File: src/sv/bfrc_pkg.sv
`default_nettype none

package bfrc_pkg;

   // field widths
   localparam int FIELD_W   = 32;
   localparam int RATE_W    = 20;
   localparam int SPACING_W = 30;
   localparam int GAIN_W    = 8;
   localparam int STEP_W    = 16;
   localparam int MODE_W    = 2;

   // signed difference of two feedback fields, and its product with a Q0.8 gain
   localparam int ERR_W  = FIELD_W + 1;
   localparam int PROD_W = ERR_W + GAIN_W;
   localparam int FRAC_W = 8;

   // wide enough for rate plus two scaled terms
   localparam int SUM_W = ERR_W + 3;

   localparam longint RATE_MAX = 1048575;

   localparam logic [SPACING_W-1:0] NS_PER_SECOND = SPACING_W'(1000000000);

   // step counters
   localparam int MUL_CNT_W = $clog2(GAIN_W + 1);
   localparam int DIV_CNT_W = $clog2(SPACING_W + 1);

   // configuration port
   localparam int CSR_IDX_W  = 3;
   localparam int CSR_DATA_W = RATE_W;

   typedef enum logic [CSR_IDX_W-1:0] {
      CSR_RATE_MODE     = 3'd0,
      CSR_STEP_SIZE     = 3'd1,
      CSR_DECREASE_GAIN = 3'd2,
      CSR_ERROR_GAIN    = 3'd3,
      CSR_DAMPING_GAIN  = 3'd4,
      CSR_INITIAL_RATE  = 3'd5
   } csr_index_type;

   typedef enum logic [MODE_W-1:0] {
      MODE_ADDITIVE = 2'd0,
      MODE_AIMD     = 2'd1,
      MODE_PROP     = 2'd2,
      MODE_DAMPED   = 2'd3
   } rate_mode_type;

endpackage

`default_nettype wire

File: src/sv/bfrc_req_if.sv
`default_nettype none

interface bfrc_req_if;
   logic                          valid;
   logic                          ready;
   logic                          restart;
   logic [bfrc_pkg::FIELD_W-1:0]  occupancy;
   logic [bfrc_pkg::FIELD_W-1:0]  target_level;
   logic [bfrc_pkg::FIELD_W-1:0]  reference_rate;

   modport source (
      output valid, restart, occupancy, target_level, reference_rate,
      input  ready
   );

   modport sink (
      input  valid, restart, occupancy, target_level, reference_rate,
      output ready
   );
endinterface

`default_nettype wire

File: src/sv/bfrc_rsp_if.sv
`default_nettype none

interface bfrc_rsp_if;
   logic                           valid;
   logic                           ready;
   logic [bfrc_pkg::RATE_W-1:0]    new_rate;
   logic [bfrc_pkg::SPACING_W-1:0] spacing_ns;
   logic                           clamped;

   modport source (
      output valid, new_rate, spacing_ns, clamped,
      input  ready
   );

   modport sink (
      input  valid, new_rate, spacing_ns, clamped,
      output ready
   );
endinterface

`default_nettype wire

File: src/sv/bfrc_mul_serial.sv
`default_nettype none

// Shift-add multiplier: signed operand times unsigned Q0.8 gain,
// one gain bit per cycle, done pulses after the last bit.
module bfrc_mul_serial (
   input  wire logic                                clock,
   input  wire logic                                reset,
   input  wire logic                                start,
   input  wire logic signed [bfrc_pkg::ERR_W-1:0]   multiplicand,
   input  wire logic        [bfrc_pkg::GAIN_W-1:0]  gain,
   output logic                                     done,
   output logic signed      [bfrc_pkg::PROD_W-1:0]  product
);

   logic                                   busy_ff, busy_in;
   logic                                   done_ff, done_in;
   logic [bfrc_pkg::MUL_CNT_W-1:0]         count_ff, count_in;
   logic signed [bfrc_pkg::PROD_W-1:0]     acc_ff, acc_in;
   logic signed [bfrc_pkg::PROD_W-1:0]     mcand_ff, mcand_in;
   logic [bfrc_pkg::GAIN_W-1:0]            gain_ff, gain_in;

   // one partial product per cycle, gain shifted out LSB first
   always_comb begin
      busy_in  = busy_ff;
      done_in  = 1'b0;
      count_in = count_ff;
      acc_in   = acc_ff;
      mcand_in = mcand_ff;
      gain_in  = gain_ff;
      if (start) begin
         busy_in  = 1'b1;
         count_in = '0;
         acc_in   = '0;
         mcand_in = bfrc_pkg::PROD_W'(multiplicand);
         gain_in  = gain;
      end else if (busy_ff) begin
         if (gain_ff[0]) begin
            acc_in = acc_ff + mcand_ff;
         end
         mcand_in = mcand_ff <<< 1;
         gain_in  = gain_ff >> 1;
         count_in = count_ff + 1'b1;
         if (count_ff == bfrc_pkg::MUL_CNT_W'(bfrc_pkg::GAIN_W - 1)) begin
            busy_in = 1'b0;
            done_in = 1'b1;
         end
      end
   end

   always_ff @(posedge clock) begin
      if (reset) begin
         busy_ff <= 1'b0;
         done_ff <= 1'b0;
      end else begin
         busy_ff <= busy_in;
         done_ff <= done_in;
      end
      count_ff <= count_in;
      acc_ff   <= acc_in;
      mcand_ff <= mcand_in;
      gain_ff  <= gain_in;
   end

   assign done    = done_ff;
   assign product = acc_ff;

endmodule

`default_nettype wire

File: src/sv/bfrc_divider.sv
`default_nettype none

// Restoring divider for one billion over the rate, one quotient bit a cycle.
// Quotient holds after done until the next start.
module bfrc_divider (
   input  wire logic                             clock,
   input  wire logic                             reset,
   input  wire logic                             start,
   input  wire logic [bfrc_pkg::RATE_W-1:0]      divisor,
   output logic                                  done,
   output logic [bfrc_pkg::SPACING_W-1:0]        quotient
);

   logic                                 busy_ff, busy_in;
   logic                                 done_ff, done_in;
   logic [bfrc_pkg::DIV_CNT_W-1:0]       count_ff, count_in;
   logic [bfrc_pkg::RATE_W-1:0]          divisor_ff, divisor_in;
   logic [bfrc_pkg::RATE_W-1:0]          rem_ff, rem_in;
   logic [bfrc_pkg::SPACING_W-1:0]       dvd_ff, dvd_in;
   logic [bfrc_pkg::RATE_W:0]            trial;
   logic [bfrc_pkg::RATE_W:0]            diff;
   logic                                 qbit;

   // dividend bits shift out the top, quotient bits shift in the bottom
   always_comb begin
      trial = {rem_ff, dvd_ff[bfrc_pkg::SPACING_W-1]};
      diff  = trial - {1'b0, divisor_ff};
      qbit  = (trial >= {1'b0, divisor_ff});

      busy_in    = busy_ff;
      done_in    = 1'b0;
      count_in   = count_ff;
      divisor_in = divisor_ff;
      rem_in     = rem_ff;
      dvd_in     = dvd_ff;
      if (start) begin
         busy_in    = 1'b1;
         count_in   = '0;
         divisor_in = divisor;
         rem_in     = '0;
         dvd_in     = bfrc_pkg::NS_PER_SECOND;
      end else if (busy_ff) begin
         // remainder stays below the divisor, so the low bits are enough
         rem_in   = qbit ? diff[bfrc_pkg::RATE_W-1:0] : trial[bfrc_pkg::RATE_W-1:0];
         dvd_in   = {dvd_ff[bfrc_pkg::SPACING_W-2:0], qbit};
         count_in = count_ff + 1'b1;
         if (count_ff == bfrc_pkg::DIV_CNT_W'(bfrc_pkg::SPACING_W - 1)) begin
            busy_in = 1'b0;
            done_in = 1'b1;
         end
      end
   end

   always_ff @(posedge clock) begin
      if (reset) begin
         busy_ff <= 1'b0;
         done_ff <= 1'b0;
      end else begin
         busy_ff <= busy_in;
         done_ff <= done_in;
      end
      count_ff   <= count_in;
      divisor_ff <= divisor_in;
      rem_ff     <= rem_in;
      dvd_ff     <= dvd_in;
   end

   assign done     = done_ff;
   assign quotient = dvd_ff;

endmodule

`default_nettype wire

File: src/sv/buffer_feedback_rate_control_unit.sv
`default_nettype none

// Channel   Dir   Handshake        Beat contents
// req_bus   in    valid/ready      restart, occupancy, target_level, reference_rate
// rsp_bus   out   valid/ready      new_rate, spacing_ns, clamped
// csr_*     in    csr_we only      csr_index, csr_wdata
//
// Each beat goes through the two shift-add gain multipliers (one gain bit a
// cycle), a combine-and-saturate state, the restoring spacing divider, and a
// load into the output register once it is free or its result is being taken.
// A new beat is taken once the previous one has reached the output register,
// even while that result still waits on rsp_bus.ready.
// Reset is synchronous and loads the register defaults and a rate of 1.
module buffer_feedback_rate_control_unit (
   input  wire logic                                 clock,
   input  wire logic                                 reset,
   bfrc_req_if.sink                                  req_bus,
   bfrc_rsp_if.source                                rsp_bus,
   input  wire logic                                 csr_we,
   input  wire logic [bfrc_pkg::CSR_IDX_W-1:0]       csr_index,
   input  wire logic [bfrc_pkg::CSR_DATA_W-1:0]      csr_wdata
);

   localparam int RATE_W = bfrc_pkg::RATE_W;
   localparam int SUM_W  = bfrc_pkg::SUM_W;
   localparam int ERR_W  = bfrc_pkg::ERR_W;
   localparam int FRAC_W = bfrc_pkg::FRAC_W;
   localparam logic signed [SUM_W-1:0] SUM_ONE  = SUM_W'(1);
   localparam logic signed [SUM_W-1:0] SUM_MAX  = SUM_W'(bfrc_pkg::RATE_MAX);

   typedef enum logic [2:0] {
      ST_IDLE,
      ST_MUL,
      ST_COMB,
      ST_DIV,
      ST_OUT
   } state_type;

   state_type                         state_ff, state_in;

   // configuration registers
   bfrc_pkg::rate_mode_type           rate_mode_ff;
   logic [bfrc_pkg::STEP_W-1:0]       step_size_ff;
   logic [bfrc_pkg::GAIN_W-1:0]       decrease_gain_ff;
   logic [bfrc_pkg::GAIN_W-1:0]       error_gain_ff;
   logic [bfrc_pkg::GAIN_W-1:0]       damping_gain_ff;
   logic [RATE_W-1:0]                 initial_rate_ff;

   // rate state and per-beat context
   logic [RATE_W-1:0]                 send_rate_ff, send_rate_in;
   logic                              restart_ff, restart_in;
   logic                              err_neg_ff, err_neg_in;
   logic                              err_zero_ff, err_zero_in;
   logic                              clamped_ff, clamped_in;

   // output register
   logic                              rsp_valid_ff, rsp_valid_in;
   logic [RATE_W-1:0]                 rsp_rate_ff, rsp_rate_in;
   logic [bfrc_pkg::SPACING_W-1:0]    rsp_spacing_ff, rsp_spacing_in;
   logic                              rsp_clamped_ff, rsp_clamped_in;

   logic                              req_fire;
   logic                              rsp_fire;
   logic signed [ERR_W-1:0]           err_now;
   logic signed [ERR_W-1:0]           rate_ext;
   logic signed [ERR_W-1:0]           damp_mcand;
   logic                              mul_e_done;
   logic                              mul_d_done;
   logic signed [bfrc_pkg::PROD_W-1:0] prod_e;
   logic signed [bfrc_pkg::PROD_W-1:0] prod_d;
   logic                              div_start;
   logic                              div_done;
   logic [bfrc_pkg::SPACING_W-1:0]    quotient;

   logic signed [SUM_W-1:0]           rate_s;
   logic signed [SUM_W-1:0]           step_s;
   logic signed [SUM_W-1:0]           term_e;
   logic signed [SUM_W-1:0]           term_d;
   logic signed [SUM_W-1:0]           next_sum;
   logic [RATE_W-1:0]                 sat_rate;
   logic                              sat_hit;

   assign req_fire = req_bus.valid && req_bus.ready;
   assign rsp_fire = rsp_valid_ff && rsp_bus.ready;

   // operands for the two gain multipliers, from the beat and the current send rate
   always_comb begin
      err_now  = $signed({1'b0, req_bus.target_level}) - $signed({1'b0, req_bus.occupancy});
      rate_ext = $signed({{(ERR_W - RATE_W){1'b0}}, send_rate_ff});
      if (rate_mode_ff == bfrc_pkg::MODE_AIMD) begin
         damp_mcand = rate_ext;
      end else begin
         damp_mcand = rate_ext - $signed({1'b0, req_bus.reference_rate});
      end
   end

   function automatic logic [bfrc_pkg::GAIN_W-1:0] decrease_or_damp_gain(
      input bfrc_pkg::rate_mode_type     mode,
      input logic [bfrc_pkg::GAIN_W-1:0] dec_gain,
      input logic [bfrc_pkg::GAIN_W-1:0] damp_gain
   );
      return (mode == bfrc_pkg::MODE_AIMD) ? dec_gain : damp_gain;
   endfunction

   bfrc_mul_serial u_mul_err (
      .clock        (clock),
      .reset        (reset),
      .start        (req_fire),
      .multiplicand (err_now),
      .gain         (error_gain_ff),
      .done         (mul_e_done),
      .product      (prod_e)
   );

   bfrc_mul_serial u_mul_damp (
      .clock        (clock),
      .reset        (reset),
      .start        (req_fire),
      .multiplicand (damp_mcand),
      .gain         (decrease_or_damp_gain(rate_mode_ff, decrease_gain_ff, damping_gain_ff)),
      .done         (mul_d_done),
      .product      (prod_d)
   );

   // rate update law, floors are arithmetic shifts of the Q0.8 products
   always_comb begin
      rate_s = $signed({{(SUM_W - RATE_W){1'b0}}, send_rate_ff});
      step_s = $signed({{(SUM_W - bfrc_pkg::STEP_W){1'b0}}, step_size_ff});
      term_e = $signed(SUM_W'(prod_e >>> FRAC_W));
      term_d = $signed(SUM_W'(prod_d >>> FRAC_W));
      if (restart_ff) begin
         next_sum = $signed({{(SUM_W - RATE_W){1'b0}}, initial_rate_ff});
      end else begin
         case (rate_mode_ff)
            bfrc_pkg::MODE_ADDITIVE: begin
               if (err_zero_ff) begin
                  next_sum = rate_s;
               end else if (err_neg_ff) begin
                  next_sum = rate_s - step_s;
               end else begin
                  next_sum = rate_s + step_s;
               end
            end
            bfrc_pkg::MODE_AIMD: begin
               if (err_zero_ff) begin
                  next_sum = rate_s;
               end else if (err_neg_ff) begin
                  next_sum = term_d;
               end else begin
                  next_sum = rate_s + step_s;
               end
            end
            bfrc_pkg::MODE_PROP: begin
               next_sum = rate_s + term_e;
            end
            default: begin
               next_sum = rate_s + term_e - term_d;
            end
         endcase
      end

      // saturate to 1..RATE_MAX
      if (next_sum < SUM_ONE) begin
         sat_rate = RATE_W'(1);
         sat_hit  = 1'b1;
      end else if (next_sum > SUM_MAX) begin
         sat_rate = RATE_W'(bfrc_pkg::RATE_MAX);
         sat_hit  = 1'b1;
      end else begin
         sat_rate = next_sum[RATE_W-1:0];
         sat_hit  = 1'b0;
      end
   end

   assign div_start = (state_ff == ST_COMB);

   bfrc_divider u_div (
      .clock    (clock),
      .reset    (reset),
      .start    (div_start),
      .divisor  (sat_rate),
      .done     (div_done),
      .quotient (quotient)
   );

   // sequencer and output register
   always_comb begin
      state_in       = state_ff;
      send_rate_in   = send_rate_ff;
      restart_in     = restart_ff;
      err_neg_in     = err_neg_ff;
      err_zero_in    = err_zero_ff;
      clamped_in     = clamped_ff;
      rsp_valid_in   = rsp_valid_ff;
      rsp_rate_in    = rsp_rate_ff;
      rsp_spacing_in = rsp_spacing_ff;
      rsp_clamped_in = rsp_clamped_ff;

      if (rsp_fire) begin
         rsp_valid_in = 1'b0;
      end

      case (state_ff)
         ST_IDLE: begin
            if (req_fire) begin
               restart_in  = req_bus.restart;
               err_neg_in  = err_now[ERR_W-1];
               err_zero_in = (err_now == '0);
               state_in    = ST_MUL;
            end
         end
         ST_MUL: begin
            if (mul_e_done && mul_d_done) begin
               state_in = ST_COMB;
            end
         end
         ST_COMB: begin
            send_rate_in = sat_rate;
            clamped_in   = sat_hit;
            state_in     = ST_DIV;
         end
         ST_DIV: begin
            if (div_done) begin
               state_in = ST_OUT;
            end
         end
         ST_OUT: begin
            if (!rsp_valid_ff || rsp_bus.ready) begin
               rsp_valid_in   = 1'b1;
               rsp_rate_in    = send_rate_ff;
               rsp_spacing_in = quotient;
               rsp_clamped_in = clamped_ff;
               state_in       = ST_IDLE;
            end
         end
         default: begin
            state_in = ST_IDLE;
         end
      endcase
   end

   always_ff @(posedge clock) begin
      if (reset) begin
         state_ff     <= ST_IDLE;
         rsp_valid_ff <= 1'b0;
         send_rate_ff <= RATE_W'(1);
      end else begin
         state_ff     <= state_in;
         rsp_valid_ff <= rsp_valid_in;
         send_rate_ff <= send_rate_in;
      end
      restart_ff     <= restart_in;
      err_neg_ff     <= err_neg_in;
      err_zero_ff    <= err_zero_in;
      clamped_ff     <= clamped_in;
      rsp_rate_ff    <= rsp_rate_in;
      rsp_spacing_ff <= rsp_spacing_in;
      rsp_clamped_ff <= rsp_clamped_in;
   end

   // register writes, indexes past the list are dropped
   always_ff @(posedge clock) begin
      if (reset) begin
         rate_mode_ff     <= bfrc_pkg::MODE_ADDITIVE;
         step_size_ff     <= bfrc_pkg::STEP_W'(1);
         decrease_gain_ff <= bfrc_pkg::GAIN_W'(128);
         error_gain_ff    <= bfrc_pkg::GAIN_W'(26);
         damping_gain_ff  <= bfrc_pkg::GAIN_W'(128);
         initial_rate_ff  <= RATE_W'(100);
      end else if (csr_we) begin
         case (csr_index)
            bfrc_pkg::CSR_RATE_MODE: begin
               rate_mode_ff <= bfrc_pkg::rate_mode_type'(csr_wdata[bfrc_pkg::MODE_W-1:0]);
            end
            bfrc_pkg::CSR_STEP_SIZE: begin
               step_size_ff <= csr_wdata[bfrc_pkg::STEP_W-1:0];
            end
            bfrc_pkg::CSR_DECREASE_GAIN: begin
               decrease_gain_ff <= csr_wdata[bfrc_pkg::GAIN_W-1:0];
            end
            bfrc_pkg::CSR_ERROR_GAIN: begin
               error_gain_ff <= csr_wdata[bfrc_pkg::GAIN_W-1:0];
            end
            bfrc_pkg::CSR_DAMPING_GAIN: begin
               damping_gain_ff <= csr_wdata[bfrc_pkg::GAIN_W-1:0];
            end
            bfrc_pkg::CSR_INITIAL_RATE: begin
               initial_rate_ff <= csr_wdata[RATE_W-1:0];
            end
            default: begin
            end
         endcase
      end
   end

   assign req_bus.ready      = (state_ff == ST_IDLE);
   assign rsp_bus.valid      = rsp_valid_ff;
   assign rsp_bus.new_rate   = rsp_rate_ff;
   assign rsp_bus.spacing_ns = rsp_spacing_ff;
   assign rsp_bus.clamped    = rsp_clamped_ff;

endmodule

`default_nettype wire
File: src/flat_wrapper.sv
// flat-port wrapper written by rule: the top's interface ports become plain ports
module buffer_feedback_rate_control_unit_flat 
  (clock, reset, csr_we, csr_index, csr_wdata, req_bus_valid, req_bus_restart, req_bus_occupancy, req_bus_target_level, req_bus_reference_rate, req_bus_ready, rsp_bus_valid, rsp_bus_new_rate, rsp_bus_spacing_ns, rsp_bus_clamped, rsp_bus_ready);
  bfrc_req_if req_bus_i ();
  bfrc_rsp_if rsp_bus_i ();
  input  wire logic clock;
  input  wire logic reset;
  input  wire logic csr_we;
  input  wire logic [bfrc_pkg::CSR_IDX_W-1:0] csr_index;
  input  wire logic [bfrc_pkg::CSR_DATA_W-1:0] csr_wdata;
  input wire logic [$bits(req_bus_i.valid)-1:0] req_bus_valid;
  input wire logic [$bits(req_bus_i.restart)-1:0] req_bus_restart;
  input wire logic [$bits(req_bus_i.occupancy)-1:0] req_bus_occupancy;
  input wire logic [$bits(req_bus_i.target_level)-1:0] req_bus_target_level;
  input wire logic [$bits(req_bus_i.reference_rate)-1:0] req_bus_reference_rate;
  output wire logic [$bits(req_bus_i.ready)-1:0] req_bus_ready;
  output wire logic [$bits(rsp_bus_i.valid)-1:0] rsp_bus_valid;
  output wire logic [$bits(rsp_bus_i.new_rate)-1:0] rsp_bus_new_rate;
  output wire logic [$bits(rsp_bus_i.spacing_ns)-1:0] rsp_bus_spacing_ns;
  output wire logic [$bits(rsp_bus_i.clamped)-1:0] rsp_bus_clamped;
  input wire logic [$bits(rsp_bus_i.ready)-1:0] rsp_bus_ready;
  assign req_bus_i.valid = req_bus_valid;
  assign req_bus_i.restart = req_bus_restart;
  assign req_bus_i.occupancy = req_bus_occupancy;
  assign req_bus_i.target_level = req_bus_target_level;
  assign req_bus_i.reference_rate = req_bus_reference_rate;
  assign req_bus_ready = req_bus_i.ready;
  assign rsp_bus_valid = rsp_bus_i.valid;
  assign rsp_bus_new_rate = rsp_bus_i.new_rate;
  assign rsp_bus_spacing_ns = rsp_bus_i.spacing_ns;
  assign rsp_bus_clamped = rsp_bus_i.clamped;
  assign rsp_bus_i.ready = rsp_bus_ready;
  buffer_feedback_rate_control_unit u_core (.clock(clock), .reset(reset), .req_bus(req_bus_i), .rsp_bus(rsp_bus_i), .csr_we(csr_we), .csr_index(csr_index), .csr_wdata(csr_wdata));
endmodule
File: config.mk
export PLATFORM = sky130hd
export DESIGN_NAME = buffer_feedback_rate_control_unit_flat
export DESIGN_NICKNAME = d
export VERILOG_FILES = /design/src/sv/bfrc_pkg.sv /design/src/sv/bfrc_req_if.sv /design/src/sv/bfrc_rsp_if.sv /design/src/sv/bfrc_mul_serial.sv /design/src/sv/bfrc_divider.sv /design/src/sv/buffer_feedback_rate_control_unit.sv /design/src/flat_wrapper.sv
export SDC_FILE = /design/constraint.sdc
export NUM_CORES = 1
export LEC_CHECK = 0
export BUFFER_PORTS_ARGS = -buffer_cell sky130_fd_sc_hd__buf_4
export CORE_UTILIZATION = 50
export DETAILED_ROUTE_END_ITERATION = 8
export GPL_TIMING_DRIVEN = 0
export PLACE_DENSITY = 0.72
export SLEW_MARGIN = 20
export SYNTH_ARGS = -nofsm -noshare
export SYNTH_HDL_FRONTEND = slang
export SYNTH_HIERARCHICAL = 1
export SYNTH_SLANG_ARGS = --single-unit
File: constraint.sdc
create_clock -name clock -period 11.4 [get_ports clock]
set_input_delay 1.71 -clock clock [delete_from_list [all_inputs] [get_ports clock]]
set_output_delay 1.71 -clock clock [all_outputs]
set_load 0.02 [all_outputs]
==> key figures <==
Status
  • Outcome: complete, no violations

Placement
  • Detailed Place HPWL: 81900 um
  • Placed cells: 4787
  • Final Wtd Congestion: 1.02
  • Post-place instance area: 33700 sq um
  • IO Port Bufs: 177

Synthesis
  • Synth Register Bits: 410
  • Synthesized area: 31300 sq um
  • Ys flop type: dfxtp_1
  • Post-synth ARST share: 0%
  • Net Count, Synth: 4148
  • Mapped Cells: 3772
  • Synth top area cells: edfxtp_1 17%, dfxtp_1 15%, ha_1 9.7%, nand2_1 5.8%, a21oi_1 5.6%
  • Synth Warn #: 6
  • Post-synth top area share: 16.6%
  • Synth unique cells: 107
  • Seq/Total Area, Yosys: 31.8%
  • Syn_area_per_cell: 8.30 sq um
  • Yosys top cell by area: edfxtp_1
  • Number of flops mapped to enable cells by yosys: 173

Final layout
  • Commonest non-fill, non-tap cells in the layout: 480 x nand2_1, 350 x a21oi_1, 306 x nor2_1
  • Layout cell share with drive strength beyond 1: 10.7%
  • Area grow syn2layout: 13.3%
  • Cell area after layout: 35500 sq um
  • Fillcell total: 5733
  • Filler-free cell count of the finished design: 4877
  • Final Net Count: 4376
  • Most common cell after layout, fill and taps aside: nand2_1
  • # diodes: 0

Timing
  • Tightest Pin Transition: 1.05 ns
  • Final Hold Vio Count: 0
  • Fmax: 128 MHz
  • Hold slack: 0.432 ns
  • Tmin final: 7.84 ns
  • Setup TNS: 0 ns
  • Endpoints failing setup: 0
  • Max-slew violations: 0
  • RSZ-0062 raised after global routing: false
  • Final period util: 68.8%
  • Slew HR: 29.1%
  • Worst Skew: 0.0246 ns

Route
  • WL final: 104000 um
  • Vias per std cell: 6.05
  • Drt first pass iters: 6
  • # DRC: 0
  • Vias: 29521
  • Avg WL per Cell: 21.4 um
  • Antenna Nets Post-Route: 0
  • Starting DRC count in detailed routing: 2401

GRT
  • Met1 Usage GRT: 43.0%
  • Total Routing Usage GR: 32.2%
  • Busiest grt layer: met2
  • Met3 Usage GRT: 4.47%
  • Initial antenna violation count: 2
  • Pin count of the biggest net entering global routing: 50
  • Congestion Overflow GR: 0
  • Vias in the first global route: 27014
  • GR Util met2: 51.8%
  • First-pass GRT wire length: 158000 um

Clocking
  • Clock latency on the worst-skew pair: 0.60 ns
  • CTS clk-pin slew, worst paths: 0.07 ns
  • CTS tree: yes
  • Post_cts resized: 0
  • Num CTS Buffers: 48
  • CTS Root Cell: clkbuf_16
  • Clk buf depth: 3
  • Num Clock Sinks: 410
  • Htree depth: 2
  • Setup bufs post-CTS: 0
  • Hold_buf cts: 0

Floorplanning
  • Core area: 61800 sq um
  • DIE AREA: 63600 sq um
  • Horiz. Die Dim: 252 um
  • Die Span Y: 252 um
  • Starting Density: 50.6%
  • Top-Level Pins: 178
  • FP Rows: 91

Critical path
  • Max Fanout on Critical Path: 10
  • Critical path launch point type: flop
  • CP Class: flop to flop
  • Critical Path End Type: flop
  • Critical path arrival: 8.30 ns
  • Crit path required time: 11.86 ns

Power and ir drop
  • Cell Pwr Density: 156 nW/um^2
  • VDD IR-drop max: 0.000115 V
  • Leak: 0.0148 uW

Hold path
  • Hold/Removal Path Class: flop to flop

Job
  • Maxcap violations: 0
## worst max-delay path, cell delays in order (launching register included)
cell and delay [ns]:
dfxtp_1 0.47, ha_1 0.34, fa_1 0.44, a211oi_2 0.35, o21ai_0 0.16, a31oi_1 0.43, o21ai_0 0.36, a31oi_1 0.56
or3_1 0.21, nand2_1 0.11, ha_1 0.38, a21oi_1 0.28, o221ai_1 0.22, a31o_2 0.30, a2111o_1 0.41, a21o_1 0.20
a2111oi_0 0.36, o21ai_0 0.14, nor4_1 0.77, o32a_1 0.50, buf_2 0.30, a21oi_1 0.17, nand2_1 0.17, a21oi_1 0.08
## power by group
part           internal, uW  switching [uW]  total (uW)
combinational           796            1210        2000
sequential             1690             149        1840
clock                  1030             654        1690
total                  3520            2010        5530
## layout make-up
class                           instances  area [sq um]  area share, %
Multi-Input combinational cell       2970         19800           56.0
Buffer                                170           687           1.94
Timing Repair Buffer                  178          1350           3.80
Clock inverter                         24           330          0.932
Tap cell                              837          1050           2.95
Clock buffer                           66          1420           4.02
Inverter                              222           833           2.35
Sequential cell                       410          9940           28.0
## per-stage QoR
stage | utilization (%) | setup WS (ns) | power [uW]
after floorplan | - | 5.58 | 3280
after global placement | 54.5 | 3.80 | 3790
after detailed placement | 54.5 | 3.77 | 3810
after CTS | 57.3 | 3.72 | 5500
after global routing | 57.3 | 3.13 | 5800
final | 57.3 | 3.56 | 5530
## Yosys cell counts (all sizes together), types with 18 or more instances
cell    number
nand3b      32
a21o        96
and3        36
nand2      481
o21a        46
a211oi      43
buf         31
or2         18
ha         242
a31oi       42
o21bai      20
dfxtp      237
nor2b       38
nor2       307
nand4       47
o31ai       31
nand2b      48
mux2        82
xor2        74
or3         31
a21oi      355
or4         18
inv        221
edfxtp     173
nor4        20
nor3        63
and2        33
clkbuf     139
o211ai      40
mux2i       63
xnor2      111
o21ai      206
nand3       67
## metal layers
layer | vias to the layer above | share of wire [%] | wire [um]
met2 | 1122 | 45 | 46500
li1 | 14218 | - | -
met1 | 13952 | 44 | 45900
met5 | - | 0.012 | 13
met4 | 2 | 4.7 | 4870
met3 | 227 | 6.8 | 7120
## cell families after synthesis
| kind of cell | after synthesis | synth area share [%] |
|---|---|---|
| AOI/OAI and AO/OA | 1106 | 23.5 |
| buffers and inverters | 392 | 4.85 |
| DFF | 410 | 31.8 |
| and+or+nand+nor | 1283 | 19.4 |
| muxes | 145 | 4.97 |
| xor gates and xnor gates | 185 | 5.18 |
| adders and majority gates | 251 | 10.3 |
## sequential cells by signal (all words and copies together) (netlist names), 16 cells and up
register	count
u_core/send_rate_ff	20
u_core/rsp_bus.spacing_ns	30
u_core/u_div/quotient	30
u_core/rsp_bus.new_rate	20
u_core/step_size_ff	16
u_core/u_div/divisor_ff	20
u_core/u_mul_err/product	41
u_core/u_mul_damp/mcand_ff	41
u_core/u_mul_err/mcand_ff	41
u_core/initial_rate_ff	20
u_core/u_mul_damp/product	41
u_core/u_div/rem_ff	20
## worst paths after layout
kind	startpoint	depth (start not counted)	endpoint	slack [ns]
setup / recovery	u_core/send_rate_ff[0]	23	u_core/send_rate_ff[19]	3.56
hold reg to reg	u_core/clamped_ff	0	u_core/rsp_bus.clamped	0.43
setup reg to reg	u_core/send_rate_ff[0]	23	u_core/send_rate_ff[19]	3.56
hold / removal	u_core/clamped_ff	0	u_core/rsp_bus.clamped	0.43
Note: power is estimated with default switching activity, not from simulation.
